## config.mk

```make
export PLATFORM = sky130hd
export DESIGN_NAME = cut_cycle_sequencer
export DESIGN_NICKNAME = d
export VERILOG_FILES = /design/src/sv/ccs_pkg.sv /design/src/sv/cut_cycle_sequencer.sv /design/src/sv/ccs_queue.sv
export SDC_FILE = /design/constraint.sdc
export NUM_CORES = 1
export LEC_CHECK = 0
export ABC_AREA = 1
export BUFFER_PORTS_ARGS = -buffer_cell sky130_fd_sc_hd__buf_2
export CAP_MARGIN = 40
export CORE_MARGIN = 2
export CORE_UTILIZATION = 60
export DETAILED_ROUTE_END_ITERATION = 8
export PLACE_DENSITY = 0.9
export SLEW_MARGIN = 40
export SYNTH_ARGS = -nofsm -noshare
export SYNTH_HDL_FRONTEND = slang
export SYNTH_SLANG_ARGS = --single-unit
```

## constraint.sdc

```tcl
create_clock -name clk -period 6.2 [get_ports clk]
set_clock_uncertainty 0.2 [all_clocks]
set_input_delay 1.86 -clock clk [delete_from_list [all_inputs] [get_ports clk]]
set_output_delay 1.86 -clock clk [all_outputs]
set_load 0.1 [all_outputs]
```

## src/sv/ccs_pkg.sv

```systemverilog
// shared types and constants of the cut cycle sequencer
// used by ccs_queue, cut_cycle_sequencer and ccs_checker; no dependencies
package ccs_pkg;

  // queue sizing default
  localparam int QUEUE_DEPTH = 16;

  // motion constants
  localparam int ROT_SCALE     = 128;
  localparam int ROT_SHIFT     = $clog2(ROT_SCALE);
  localparam int STEPS_PER_REV = 200;
  localparam int VERT_REVS     = 6;
  localparam int RETURN_UNITS  = 50;
  localparam int AMOUNT_GAIN   = 2;

  // field widths
  localparam int AMT_W   = 8;
  localparam int STEPS_W = 20;
  localparam int CNT_W   = 8;
  localparam int CFG_W   = 2;

  localparam logic [STEPS_W-1:0] VERT_TRAVEL_RST =
    STEPS_W'(VERT_REVS * STEPS_PER_REV * ROT_SCALE);
  localparam logic [STEPS_W-1:0] RETURN_TRAVEL_RST =
    STEPS_W'(RETURN_UNITS * ROT_SCALE);

  // configuration register indexes
  localparam logic [CFG_W-1:0] CFG_VERTICAL = 2'd0;
  localparam logic [CFG_W-1:0] CFG_RETURN   = 2'd1;

  // input item kinds
  typedef enum logic [1:0] {
    KIND_AMOUNT = 2'd0,
    KIND_START  = 2'd1,
    KIND_TICK   = 2'd2
  } ccs_kind_t;

  // cycle phases
  typedef enum logic [2:0] {
    PH_IDLE   = 3'd0,
    PH_ROTATE = 3'd1,
    PH_DOWN   = 3'd2,
    PH_UP     = 3'd3,
    PH_ENDING = 3'd4
  } ccs_phase_t;

  // queue control from sequencer
  typedef struct packed {
    logic push;
    logic pop;
    logic clear;
  } ccs_qctl_t;

  // queue status to sequencer
  typedef struct packed {
    logic empty;
    logic full;
  } ccs_qstat_t;

endpackage

```

## src/sv/cut_cycle_sequencer.sv

```systemverilog
// top level of the cut cycle sequencer: phase control, counters and results
// depends on ccs_pkg and instantiates ccs_queue
//
// Usage:
//   An item (kind, amount, first_of_packet, motors_busy) is taken at a rising
//   edge with start high and busy low. busy then stays high for one cycle while
//   the item is worked on, and no new item is taken while busy is high.
//   The pace is set by busy, not by the queue memory: the queue's head entry is
//   read at the edge that takes the item and the queue is written as busy falls.
//   A tick that takes a step gives one result: done is high for exactly one
//   cycle, the cycle after the busy one, with the move and counter fields beside
//   it. Other items give no result. The receiver cannot stall, so results are
//   never held back and must be taken as they appear.
//   Configuration writes use cfg_valid/cfg_ready with cfg_index and cfg_data;
//   cfg_ready is always high. Index 0 sets the vertical stroke, index 1 the
//   return rotation; other indexes are ignored. Write only while idle.
//   A synchronous reset (rst high) empties the queue, disarms the cycle,
//   returns to the idle phase and restores the travel registers.
module cut_cycle_sequencer #(
  parameter int QUEUE_DEPTH = ccs_pkg::QUEUE_DEPTH
) (
  input  logic                          clk,
  input  logic                          rst,
  input  logic                          start,
  output logic                          busy,
  input  logic [1:0]                    kind,
  input  logic [ccs_pkg::AMT_W-1:0]     amount,
  input  logic                          first_of_packet,
  input  logic                          motors_busy,
  input  logic                          cfg_valid,
  output logic                          cfg_ready,
  input  logic [ccs_pkg::CFG_W-1:0]     cfg_index,
  input  logic [ccs_pkg::STEPS_W-1:0]   cfg_data,
  output logic                          done,
  output logic                          rotate_move,
  output logic                          vertical_move,
  output logic                          direction,
  output logic [ccs_pkg::STEPS_W-1:0]   move_steps,
  output logic [2:0]                    phase,
  output logic [ccs_pkg::CNT_W-1:0]     progress,
  output logic [ccs_pkg::CNT_W-1:0]     total_steps,
  output logic                          still_active,
  output logic                          overflow
);

  localparam int FILL_W = $clog2(QUEUE_DEPTH + 1);
  localparam int CNT_W  = ccs_pkg::CNT_W;

  // configuration
  logic [ccs_pkg::STEPS_W-1:0] vertical_travel;
  logic [ccs_pkg::STEPS_W-1:0] return_travel;

  // sequencer state
  ccs_pkg::ccs_phase_t seq_state, seq_next;
  logic                active, active_next;
  logic [CNT_W-1:0]    amount_count, count_next;
  logic                drop_flag, drop_next;
  logic                exec;

  // captured item
  logic [1:0]                item_kind;
  logic [ccs_pkg::AMT_W-1:0] item_amount;
  logic                      item_first;
  logic                      item_busy;

  // queue link
  ccs_pkg::ccs_qctl_t        qctl;
  ccs_pkg::ccs_qstat_t       qstat;
  logic [ccs_pkg::AMT_W-1:0] q_wr_data;
  logic [ccs_pkg::AMT_W-1:0] q_rd_data;
  logic [FILL_W-1:0]         q_fill;

  // step results
  logic                        step;
  logic                        r_rot, r_vert, r_dir;
  logic [ccs_pkg::STEPS_W-1:0] r_steps;
  logic [CNT_W-1:0]            r_progress, r_total, cut, count_base;
  logic [FILL_W-1:0]           fill_after;
  logic [ccs_pkg::AMT_W-1:0]   pop_amount;

  assign busy      = exec;
  assign cfg_ready = 1'b1;

  ccs_queue #(
    .DEPTH(QUEUE_DEPTH)
  ) u_queue (
    .clk    (clk),
    .rst    (rst),
    .ctl    (qctl),
    .wr_data(q_wr_data),
    .rd_data(q_rd_data),
    .fill   (q_fill),
    .stat   (qstat)
  );

  // configuration registers
  always_ff @(posedge clk) begin
    if (rst) begin
      vertical_travel <= ccs_pkg::VERT_TRAVEL_RST;
      return_travel   <= ccs_pkg::RETURN_TRAVEL_RST;
    end else if (cfg_valid && cfg_ready) begin
      if (cfg_index == ccs_pkg::CFG_VERTICAL) begin
        vertical_travel <= cfg_data;
      end else if (cfg_index == ccs_pkg::CFG_RETURN) begin
        return_travel <= cfg_data;
      end
    end
  end

  // item capture
  always_ff @(posedge clk) begin
    if (start && !busy) begin
      item_kind   <= kind;
      item_amount <= amount;
      item_first  <= first_of_packet;
      item_busy   <= motors_busy;
    end
  end

  // state registers
  always_ff @(posedge clk) begin
    if (rst) begin
      exec         <= 1'b0;
      seq_state    <= ccs_pkg::PH_IDLE;
      active       <= 1'b0;
      amount_count <= '0;
      drop_flag    <= 1'b0;
    end else begin
      exec         <= start && !busy;
      seq_state    <= seq_next;
      active       <= active_next;
      amount_count <= count_next;
      drop_flag    <= drop_next;
    end
  end

  assign q_wr_data  = ccs_pkg::AMT_W'(item_amount * ccs_pkg::AMOUNT_GAIN);
  assign pop_amount = qstat.empty ? '0 : q_rd_data;
  assign count_base = item_first ? '0 : amount_count;
  assign r_total    = CNT_W'(amount_count * 8'd3 + 8'd1);

  // next state, queue control and step fields
  always_comb begin
    seq_next    = seq_state;
    active_next = active;
    count_next  = amount_count;
    drop_next   = drop_flag;
    qctl        = '0;
    step        = 1'b0;
    r_rot       = 1'b0;
    r_vert      = 1'b0;
    r_dir       = 1'b0;
    r_steps     = '0;
    fill_after  = q_fill;
    if (exec) begin
      case (item_kind)
        ccs_pkg::KIND_AMOUNT: begin
          count_next = count_base;
          if (item_amount != '0) begin
            count_next = count_base + 1'b1;
            if (qstat.full) begin
              drop_next = 1'b1;
            end else begin
              qctl.push = 1'b1;
            end
          end
        end
        ccs_pkg::KIND_START: begin
          if (!active && !item_busy) begin
            active_next = 1'b1;
          end
        end
        ccs_pkg::KIND_TICK: begin
          if (active && !item_busy) begin
            step = 1'b1;
            case (seq_state)
              ccs_pkg::PH_ROTATE: begin
                r_rot    = 1'b1;
                r_dir    = 1'b1;
                r_steps  = ccs_pkg::STEPS_W'(pop_amount) << ccs_pkg::ROT_SHIFT;
                qctl.pop = 1'b1;
                seq_next = ccs_pkg::PH_DOWN;
                if (!qstat.empty) begin
                  fill_after = q_fill - 1'b1;
                end
              end
              ccs_pkg::PH_DOWN: begin
                r_vert   = 1'b1;
                r_steps  = vertical_travel;
                seq_next = ccs_pkg::PH_UP;
              end
              ccs_pkg::PH_UP: begin
                r_vert   = 1'b1;
                r_dir    = 1'b1;
                r_steps  = vertical_travel;
                seq_next = qstat.empty ? ccs_pkg::PH_ENDING : ccs_pkg::PH_ROTATE;
              end
              ccs_pkg::PH_ENDING: begin
                r_rot       = 1'b1;
                r_steps     = return_travel;
                qctl.clear  = 1'b1;
                drop_next   = 1'b0;
                active_next = 1'b0;
                fill_after  = '0;
                seq_next    = ccs_pkg::PH_IDLE;
              end
              default: begin
                seq_next = ccs_pkg::PH_ROTATE;
              end
            endcase
          end
        end
        default: begin
        end
      endcase
    end
  end

  // progress counter of the step just done
  assign cut = amount_count - CNT_W'(fill_after);
  always_comb begin
    case (seq_state)
      ccs_pkg::PH_ROTATE: r_progress = cut * 8'd3 - 8'd1;
      ccs_pkg::PH_DOWN:   r_progress = cut * 8'd3;
      ccs_pkg::PH_UP:     r_progress = cut * 8'd3 + 8'd1;
      ccs_pkg::PH_ENDING: r_progress = r_total;
      default:            r_progress = 8'd1;
    endcase
  end

  // result strobe
  always_ff @(posedge clk) begin
    if (rst) begin
      done <= 1'b0;
    end else begin
      done <= step;
    end
  end

  // result fields
  always_ff @(posedge clk) begin
    if (step) begin
      rotate_move   <= r_rot;
      vertical_move <= r_vert;
      direction     <= r_dir;
      move_steps    <= r_steps;
      phase         <= (seq_state == ccs_pkg::PH_ROTATE || seq_state == ccs_pkg::PH_DOWN ||
                        seq_state == ccs_pkg::PH_UP || seq_state == ccs_pkg::PH_ENDING)
                       ? seq_state : ccs_pkg::PH_IDLE;
      progress      <= r_progress;
      total_steps   <= r_total;
      still_active  <= active_next;
      overflow      <= drop_next;
    end
  end

endmodule

```

## src/sv/ccs_queue.sv

```systemverilog
// amount queue: synchronous memory with head, tail and fill registers
// depends on ccs_pkg for the control and status structs
module ccs_queue #(
  parameter int DEPTH = ccs_pkg::QUEUE_DEPTH
) (
  input  logic                       clk,
  input  logic                       rst,
  input  ccs_pkg::ccs_qctl_t         ctl,
  input  logic [ccs_pkg::AMT_W-1:0]  wr_data,
  output logic [ccs_pkg::AMT_W-1:0]  rd_data,
  output logic [$clog2(DEPTH+1)-1:0] fill,
  output ccs_pkg::ccs_qstat_t        stat
);

  localparam int PTR_W  = $clog2(DEPTH);
  localparam int FILL_W = $clog2(DEPTH + 1);

  logic [ccs_pkg::AMT_W-1:0] mem [DEPTH];
  logic [PTR_W-1:0]          head;
  logic [PTR_W-1:0]          tail;
  logic                      do_push;
  logic                      do_pop;

  assign stat.empty = (fill == '0);
  assign stat.full  = (fill == FILL_W'(DEPTH));
  assign do_push    = ctl.push && !stat.full;
  assign do_pop     = ctl.pop && !stat.empty;

  // storage, read port follows the head
  always_ff @(posedge clk) begin
    if (do_push) begin
      mem[tail] <= wr_data;
    end
    rd_data <= mem[head];
  end

  // pointers and fill count
  always_ff @(posedge clk) begin
    if (rst || ctl.clear) begin
      head <= '0;
      tail <= '0;
      fill <= '0;
    end else begin
      if (do_push) begin
        tail <= (tail == PTR_W'(DEPTH - 1)) ? '0 : tail + 1'b1;
        fill <= fill + 1'b1;
      end else if (do_pop) begin
        head <= (head == PTR_W'(DEPTH - 1)) ? '0 : head + 1'b1;
        fill <= fill - 1'b1;
      end
    end
  end

endmodule

```

==> impl_metrics.env, run 1 <==
export IMPL_critPathMaxFanout=12
export IMPL_fin_crit_ns=5.31
export IMPL_syn_num_nets=1171
export IMPL_fin_crit_sh=0.856
export IMPL_slew_viol_final=0
export IMPL_finalHoldViolCount=0
export IMPL_grt_pass1_wl_mm=39.0
export IMPL_met1_length_mm=9.62
export IMPL_post_route_drc_count=0
export IMPL_drive_gt1_frac=0.136
export IMPL_crit_arrival_ns=5.38
export IMPL_grt_total_usage=0.248
export IMPL_worst_pin_slew_ns=0.830
export IMPL_cp_top_family="simple AND/OR/NAND/NOR gates"
export IMPL_max_stage_delay_ns=0.42
export IMPL_synthArstFlopShare=0
export IMPL_cts_resized_gates=0
export IMPL_dieHeight_um=139
export IMPL_drt_iter0_markers=920
export IMPL_critical_path_class="reg2reg"
export IMPL_cts_tree="yes"
export IMPL_power_leakage_nw=4.67
export IMPL_clkTransAtPathRegs_ns=0.06
export IMPL_syn_area_per_cell_um2=9.97
export IMPL_vdd_drop_max_v=0.000293
export IMPL_placed_area_um2=11500
export IMPL_cts_setup_buffers=0
export IMPL_die_x_um=139
export IMPL_synth_cell_types=47
export IMPL_hpwl_mm=16.0
export IMPL_status="completed"
export IMPL_synth_edf_count=168
export IMPL_wirelength_mm=24.4
export IMPL_worstSetupStartpointType="flip-flop"
export IMPL_area_growth_pct=12.3
export IMPL_antenna_found_initial=0
export IMPL_netlist_instances=1095
export IMPL_vias=8271
export IMPL_crit_path_end_kind="flip-flop"
export IMPL_holdBufCountCts=0
export IMPL_top_layer="met4"
export IMPL_routed_via_density=5.84
export IMPL_wl_met3_mm=1.87
export IMPL_firstDrtPassIters=5
export IMPL_synth_flop_cell="edfxtp_1"
export IMPL_synth_area_um2=10900
export IMPL_diodes=0
export IMPL_grt_pass1_vias=7999
export IMPL_place_inst=1372
export IMPL_ys_ff_latch=243
export IMPL_final_util=0.685
export IMPL_required_ns=6.27
export IMPL_maxSlewHeadroom=0.446
export IMPL_dieArea_um2=19300
export IMPL_rows=49
export IMPL_fin_cells=1416
export IMPL_routabilityCongestion=0.874
export IMPL_maxCapViolCount=0
export IMPL_min_path_type="reg2reg"
export IMPL_final_setup_viol_count=0
export IMPL_met2_length_mm=12.1
export IMPL_grt_max_degree=61
export IMPL_final_nets=1246
export IMPL_crit_buf_inv=4
export IMPL_power_density_nw_per_um2=271
export IMPL_wire_per_inst_um=17.2
export IMPL_whs_ns=0.263
export IMPL_ant_nets=0
export IMPL_ioPinCount=85
export IMPL_port_buffers=83
export IMPL_stdcell_area_um2=12300
export IMPL_yosys_warnings=0
export IMPL_seq_area_frac_synth=0.599
export IMPL_start_util=0.610
export IMPL_clkLatencyLatePin_ns=0.53
export IMPL_fp_coreArea_um2=17900
export IMPL_critPathSlowestCell="fa_1"
export IMPL_cts_buffers=24
export IMPL_globalRouteOverflowTotal=0
export IMPL_h_tree_depth=1
export IMPL_cts_num_sinks=243
export IMPL_setup_tns_ns=0
export IMPL_rsz0062_at_grt="no"
export IMPL_max_freq_mhz=188
export IMPL_cts_max_path_buffers=3
export IMPL_clock_root_buffer="clkbuf_16"
worst min-delay path: stages (launching register included):
cell     delay [ns]
dfxtp_1        0.31
nand2_1        0.06
a21oi_1        0.05
metrics by stage:
step	setup WS, ns	power [mW]
after floorplan	0.114	1.95
after global placement	1.24	2.00
after detailed placement	0.979	2.01
after CTS	0.898	3.33
after global routing	0.458	3.43
final	0.891	3.32
synth_stat cells, drive strengths merged, types with 9 or more instances:
library cell,number,share of area
a21oi,60,0.027
a31oi,11,0.0063
buf,9,0.0046
clkbuf,33,0.011
dfxtp,75,0.14
edfxtp,168,0.46
ha,35,0.040
inv,84,0.029
mux2i,11,0.010
nand2,223,0.080
nand3,57,0.027
nor2,158,0.056
o21ai,75,0.034
o221ai,12,0.0096
o32ai,17,0.014
xor2,14,0.012
cell usage in the layout, fill, tap and decap left out, types with 6 or more instances in the layout:
cell type | netlist | layout
a21oi_1 | 60 | 60
a31oi_1 | 11 | 11
buf_2 | 4 | 83
buf_4 | 3 | 7
clkbuf_1 | 33 | 6
clkbuf_16 | 0 | 24
clkinv_1 | 1 | 6
dfxtp_1 | 75 | 74
edfxtp_1 | 168 | 168
ha_1 | 35 | 35
inv_1 | 77 | 75
inv_2 | 7 | 9
mux2i_1 | 11 | 11
nand2_1 | 209 | 209
nand2_2 | 13 | 13
nand3_1 | 54 | 54
nand4_1 | 8 | 8
nor2_1 | 153 | 153
o211ai_1 | 7 | 7
o21ai_0 | 73 | 73
o221ai_1 | 12 | 12
o32ai_1 | 17 | 17
xnor2_1 | 7 | 7
xor2_1 | 13 | 13
report_power, final:
group	internal, mW	total (mW)	switching [mW]
logic	0.0749	0.213	0.138
clock network	0.747	1.34	0.588
registers	1.75	1.77	0.0242
total	2.57	3.32	0.750
worst paths after layout:
| check | cells past startpoint | slack, ns | start | endpoint |
|---|---|---|---|---|
| max | 27 | 0.89 | item_kind[0] | progress[7] |
| min | 2 | 0.26 | return_travel[5] | return_travel[5] |
| max reg2reg | 27 | 0.89 | item_kind[0] | progress[7] |
| min reg2reg | 2 | 0.26 | return_travel[5] | return_travel[5] |
logic make-up (layout without fill, tap and decap cells):
logic type,Yosys count,after routing,synth area share
simple gates,456,456,0.174
fa+ha+maj,38,38,0.0456
xor+xnor,21,21,0.0175
compound gates,198,198,0.107
other cells,1,1,0.000343
flops,243,243,0.599
mux,11,11,0.0101
buf+inv,127,219,0.0451
layout make-up:
cell class / instances / area (um^2)
repair buffers: 91 / 495
well taps: 229 / 287
multi-input cells: 725 / 3900
flip-flops and latches: 243 / 6550
clock inverters: 10 / 55.1
clock buffers: 33 / 664
inverters: 85 / 319
fillers: 1269 / 5640
per-layer routing:
| metal | global-route usage | up-vias |
|---|---|---|
| met5 | 0 | - |
| met4 | 0.103 | 0 |
| met3 | 0.0425 | 67 |
| met2 | 0.423 | 375 |
| met1 | 0.317 | 3899 |
| li1 | - | 3930 |
sequential cells by signal, summed over array words and instances, names as in the netlist, 3 cells and up:
name             flops
move_steps          20
return_travel       20
seq_state            3
progress             8
u_queue.mem        112
total_steps          8
u_queue.fill         5
vertical_travel     20
u_queue.tail         4
u_queue.rd_data      7
u_queue.head         4
item_amount          8
phase                3
amount_count         8
Note: power is estimated with default switching activity, not from simulation.
==> run 2: changes to the inputs <==
==> constraint.sdc (replaced) <==
create_clock -name clk -period 6.05 [get_ports clk]
set_clock_uncertainty 0.2 [all_clocks]
set_input_delay 1.815 -clock clk [delete_from_list [all_inputs] [get_ports clk]]
set_output_delay 1.815 -clock clk [all_outputs]
set_load 0.1 [all_outputs]
==> run 2 against run 1 <==
Net effect:
- via count rose by 2.9%
- non-clock buffer count fell by 1
- die area did not move
- utilization rose by 0.62 points
- sequential share of layout area fell by 0.48 points
- final area rose by 0.90%
- clock power rose by 19%
- combinational power barely moved
- critical path type unchanged
- critical endpoint unchanged
==> impl_metrics.env, run 2 (synthesis results as in run 1) <==
export IMPL_worstSetupStartpointType="flip-flop"
export IMPL_hpwl_mm=16.3
export IMPL_crit_arrival_ns=5.34
export IMPL_cts_tree="yes"
export IMPL_switchingPower_mw=0.779
export IMPL_globalRouteOverflowTotal=0
export IMPL_drt_iter0_markers=1070
export IMPL_crit_path_end_kind="flip-flop"
export IMPL_pwr_share_comb=0.060
export IMPL_cts_buffers=24
export IMPL_grt_pass1_wl_mm=40.7
export IMPL_h_tree_depth=1
export IMPL_cp_top_family="adder cells"
export IMPL_p_int_mw=2.84
export IMPL_worst_pin_slew_ns=0.817
export IMPL_whs_ns=0.263
export IMPL_setup_tns_ns=0
export IMPL_routabilityCongestion=0.917
export IMPL_routed_via_density=6.01
export IMPL_area_growth_pct=13.3
export IMPL_fin_crit_ns=5.27
export IMPL_rsz0062_at_grt="no"
export IMPL_max_freq_mhz=190
export IMPL_die_x_um=139
export IMPL_clkTransAtPathRegs_ns=0.06
export IMPL_fin_crit_sh=0.872
export IMPL_grt_max_degree=60
export IMPL_maxSlewHeadroom=0.454
export IMPL_cts_num_sinks=243
export IMPL_wire_per_inst_um=18.1
export IMPL_critPathSlowestCell="dfxtp_1"
export IMPL_clock_root_buffer="clkbuf_16"
export IMPL_critPathMaxFanout=5
export IMPL_vdd_drop_max_v=0.000256
export IMPL_dieArea_um2=19300
export IMPL_clkLatencyLatePin_ns=0.52
export IMPL_final_setup_viol_count=0
export IMPL_post_route_drc_count=0
export IMPL_diodes=0
export IMPL_firstDrtPassIters=5
export IMPL_status="completed"
export IMPL_ant_nets=0
export IMPL_critical_path_class="reg2reg"
export IMPL_port_buffers=83
export IMPL_layout_commonest_cell="nand2_1"
export IMPL_holdBufCountCts=0
export IMPL_vias=8511
export IMPL_cts_resized_gates=0
export IMPL_finalHoldViolCount=0
export IMPL_cts_setup_buffers=0
export IMPL_crit_top_cell="inv_1"
export IMPL_power_density_nw_per_um2=293
export IMPL_maxCapViolCount=0
export IMPL_p_sw_frac=0.215
export IMPL_largest_register="u_queue.mem"
export IMPL_final_cell_mix="nand2_1, edfxtp_1, nor2_1"
export IMPL_required_ns=6.12
export IMPL_power_leakage_nw=4.71
export IMPL_start_util=0.610
export IMPL_place_ws_ns=0.893
export IMPL_pwr_share_clk=0.438
export IMPL_drive_gt1_frac=0.138
export IMPL_wirelength_mm=25.7
export IMPL_grt_total_usage=0.260
export IMPL_grt_pass1_vias=8062
export IMPL_rows=49
export IMPL_cts_max_path_buffers=3
export IMPL_ioPinCount=85
export IMPL_max_stage_delay_ns=0.42
export IMPL_fp_coreArea_um2=17900
export IMPL_largest_reg_flops=112
export IMPL_fillers=1202
export IMPL_slew_viol_final=0
export IMPL_antenna_found_initial=0
export IMPL_pwr_share_seq=0.502
export IMPL_min_path_type="reg2reg"
export IMPL_fin_ws_ns=0.775
export IMPL_dieHeight_um=139
export IMPL_crit_buf_inv=5
export IMPL_final_nets=1245
==> run 2: power groups by stage <==
stage	clock network [mW]	registers, mW	logic [mW]
floorplan	0	1.85	0.154
global placement	0	1.85	0.200
detailed placement	0	1.85	0.209
CTS	1.60	1.82	0.211
global route	1.66	1.82	0.241
finish	1.59	1.82	0.216
==> run 2: path summary, 6_finish.rpt <==
check | cells after the start | slack (ns) | startpoint | end
hold / removal | 2 | 0.26 | return_travel[5] | return_travel[5]
hold reg to reg | 2 | 0.26 | return_travel[5] | return_travel[5]
setup / recovery | 30 | 0.78 | u_queue.fill[1] | progress[7]
setup reg to reg | 30 | 0.78 | u_queue.fill[1] | progress[7]
==> run 2: area by class of cell <==
cell class                 instances  area [um^2]  area share
tap                              229          287      0.0232
timing repair buffer              90          468      0.0378
sequential                       243         6550       0.529
inverter                          85          323      0.0261
multi-input combinational        725         3900       0.315
clock buffer                      37          743      0.0601
clock inverter                     7          108     0.00870
==> run 2: stage by stage <==
stage | utilization | power [mW] | cells | instance area, um^2
final | 0.691 | 3.62 | 1416 | 12400
after global routing | 0.691 | 3.72 | 1416 | 12400
after CTS | 0.691 | 3.63 | 1416 | 12400
after detailed placement | 0.644 | 2.06 | 1372 | 11500
after global placement | 0.643 | 2.05 | 1372 | 11500
after floorplan | - | 2.00 | 1095 | 10900
==> run 2: worst reg2reg max path, delay by kind of cell, from the launching register on <==
| family | cells | cell delay, ns |
|---|---|---|
| flip-flops | 1 | 0.42 |
| buffers and inverters | 5 | 0.45 |
| AO/OA/AOI/OAI | 4 | 0.56 |
| XOR/XNOR | 3 | 0.72 |
| adder cells (fa/ha/maj) | 5 | 1.47 |
| AND/OR/NAND/NOR | 13 | 1.22 |
==> run 2: routing by layer <==
layer / routed length [um] / vias to the layer above / global-route usage
li1: - / 3929 / -
met1: 10000 / 4038 / 0.337
met2: 12600 / 462 / 0.444
met3: 2080 / 82 / 0.0414
met4: 953 / 0 / 0.0962
met5: 0 / - / 0
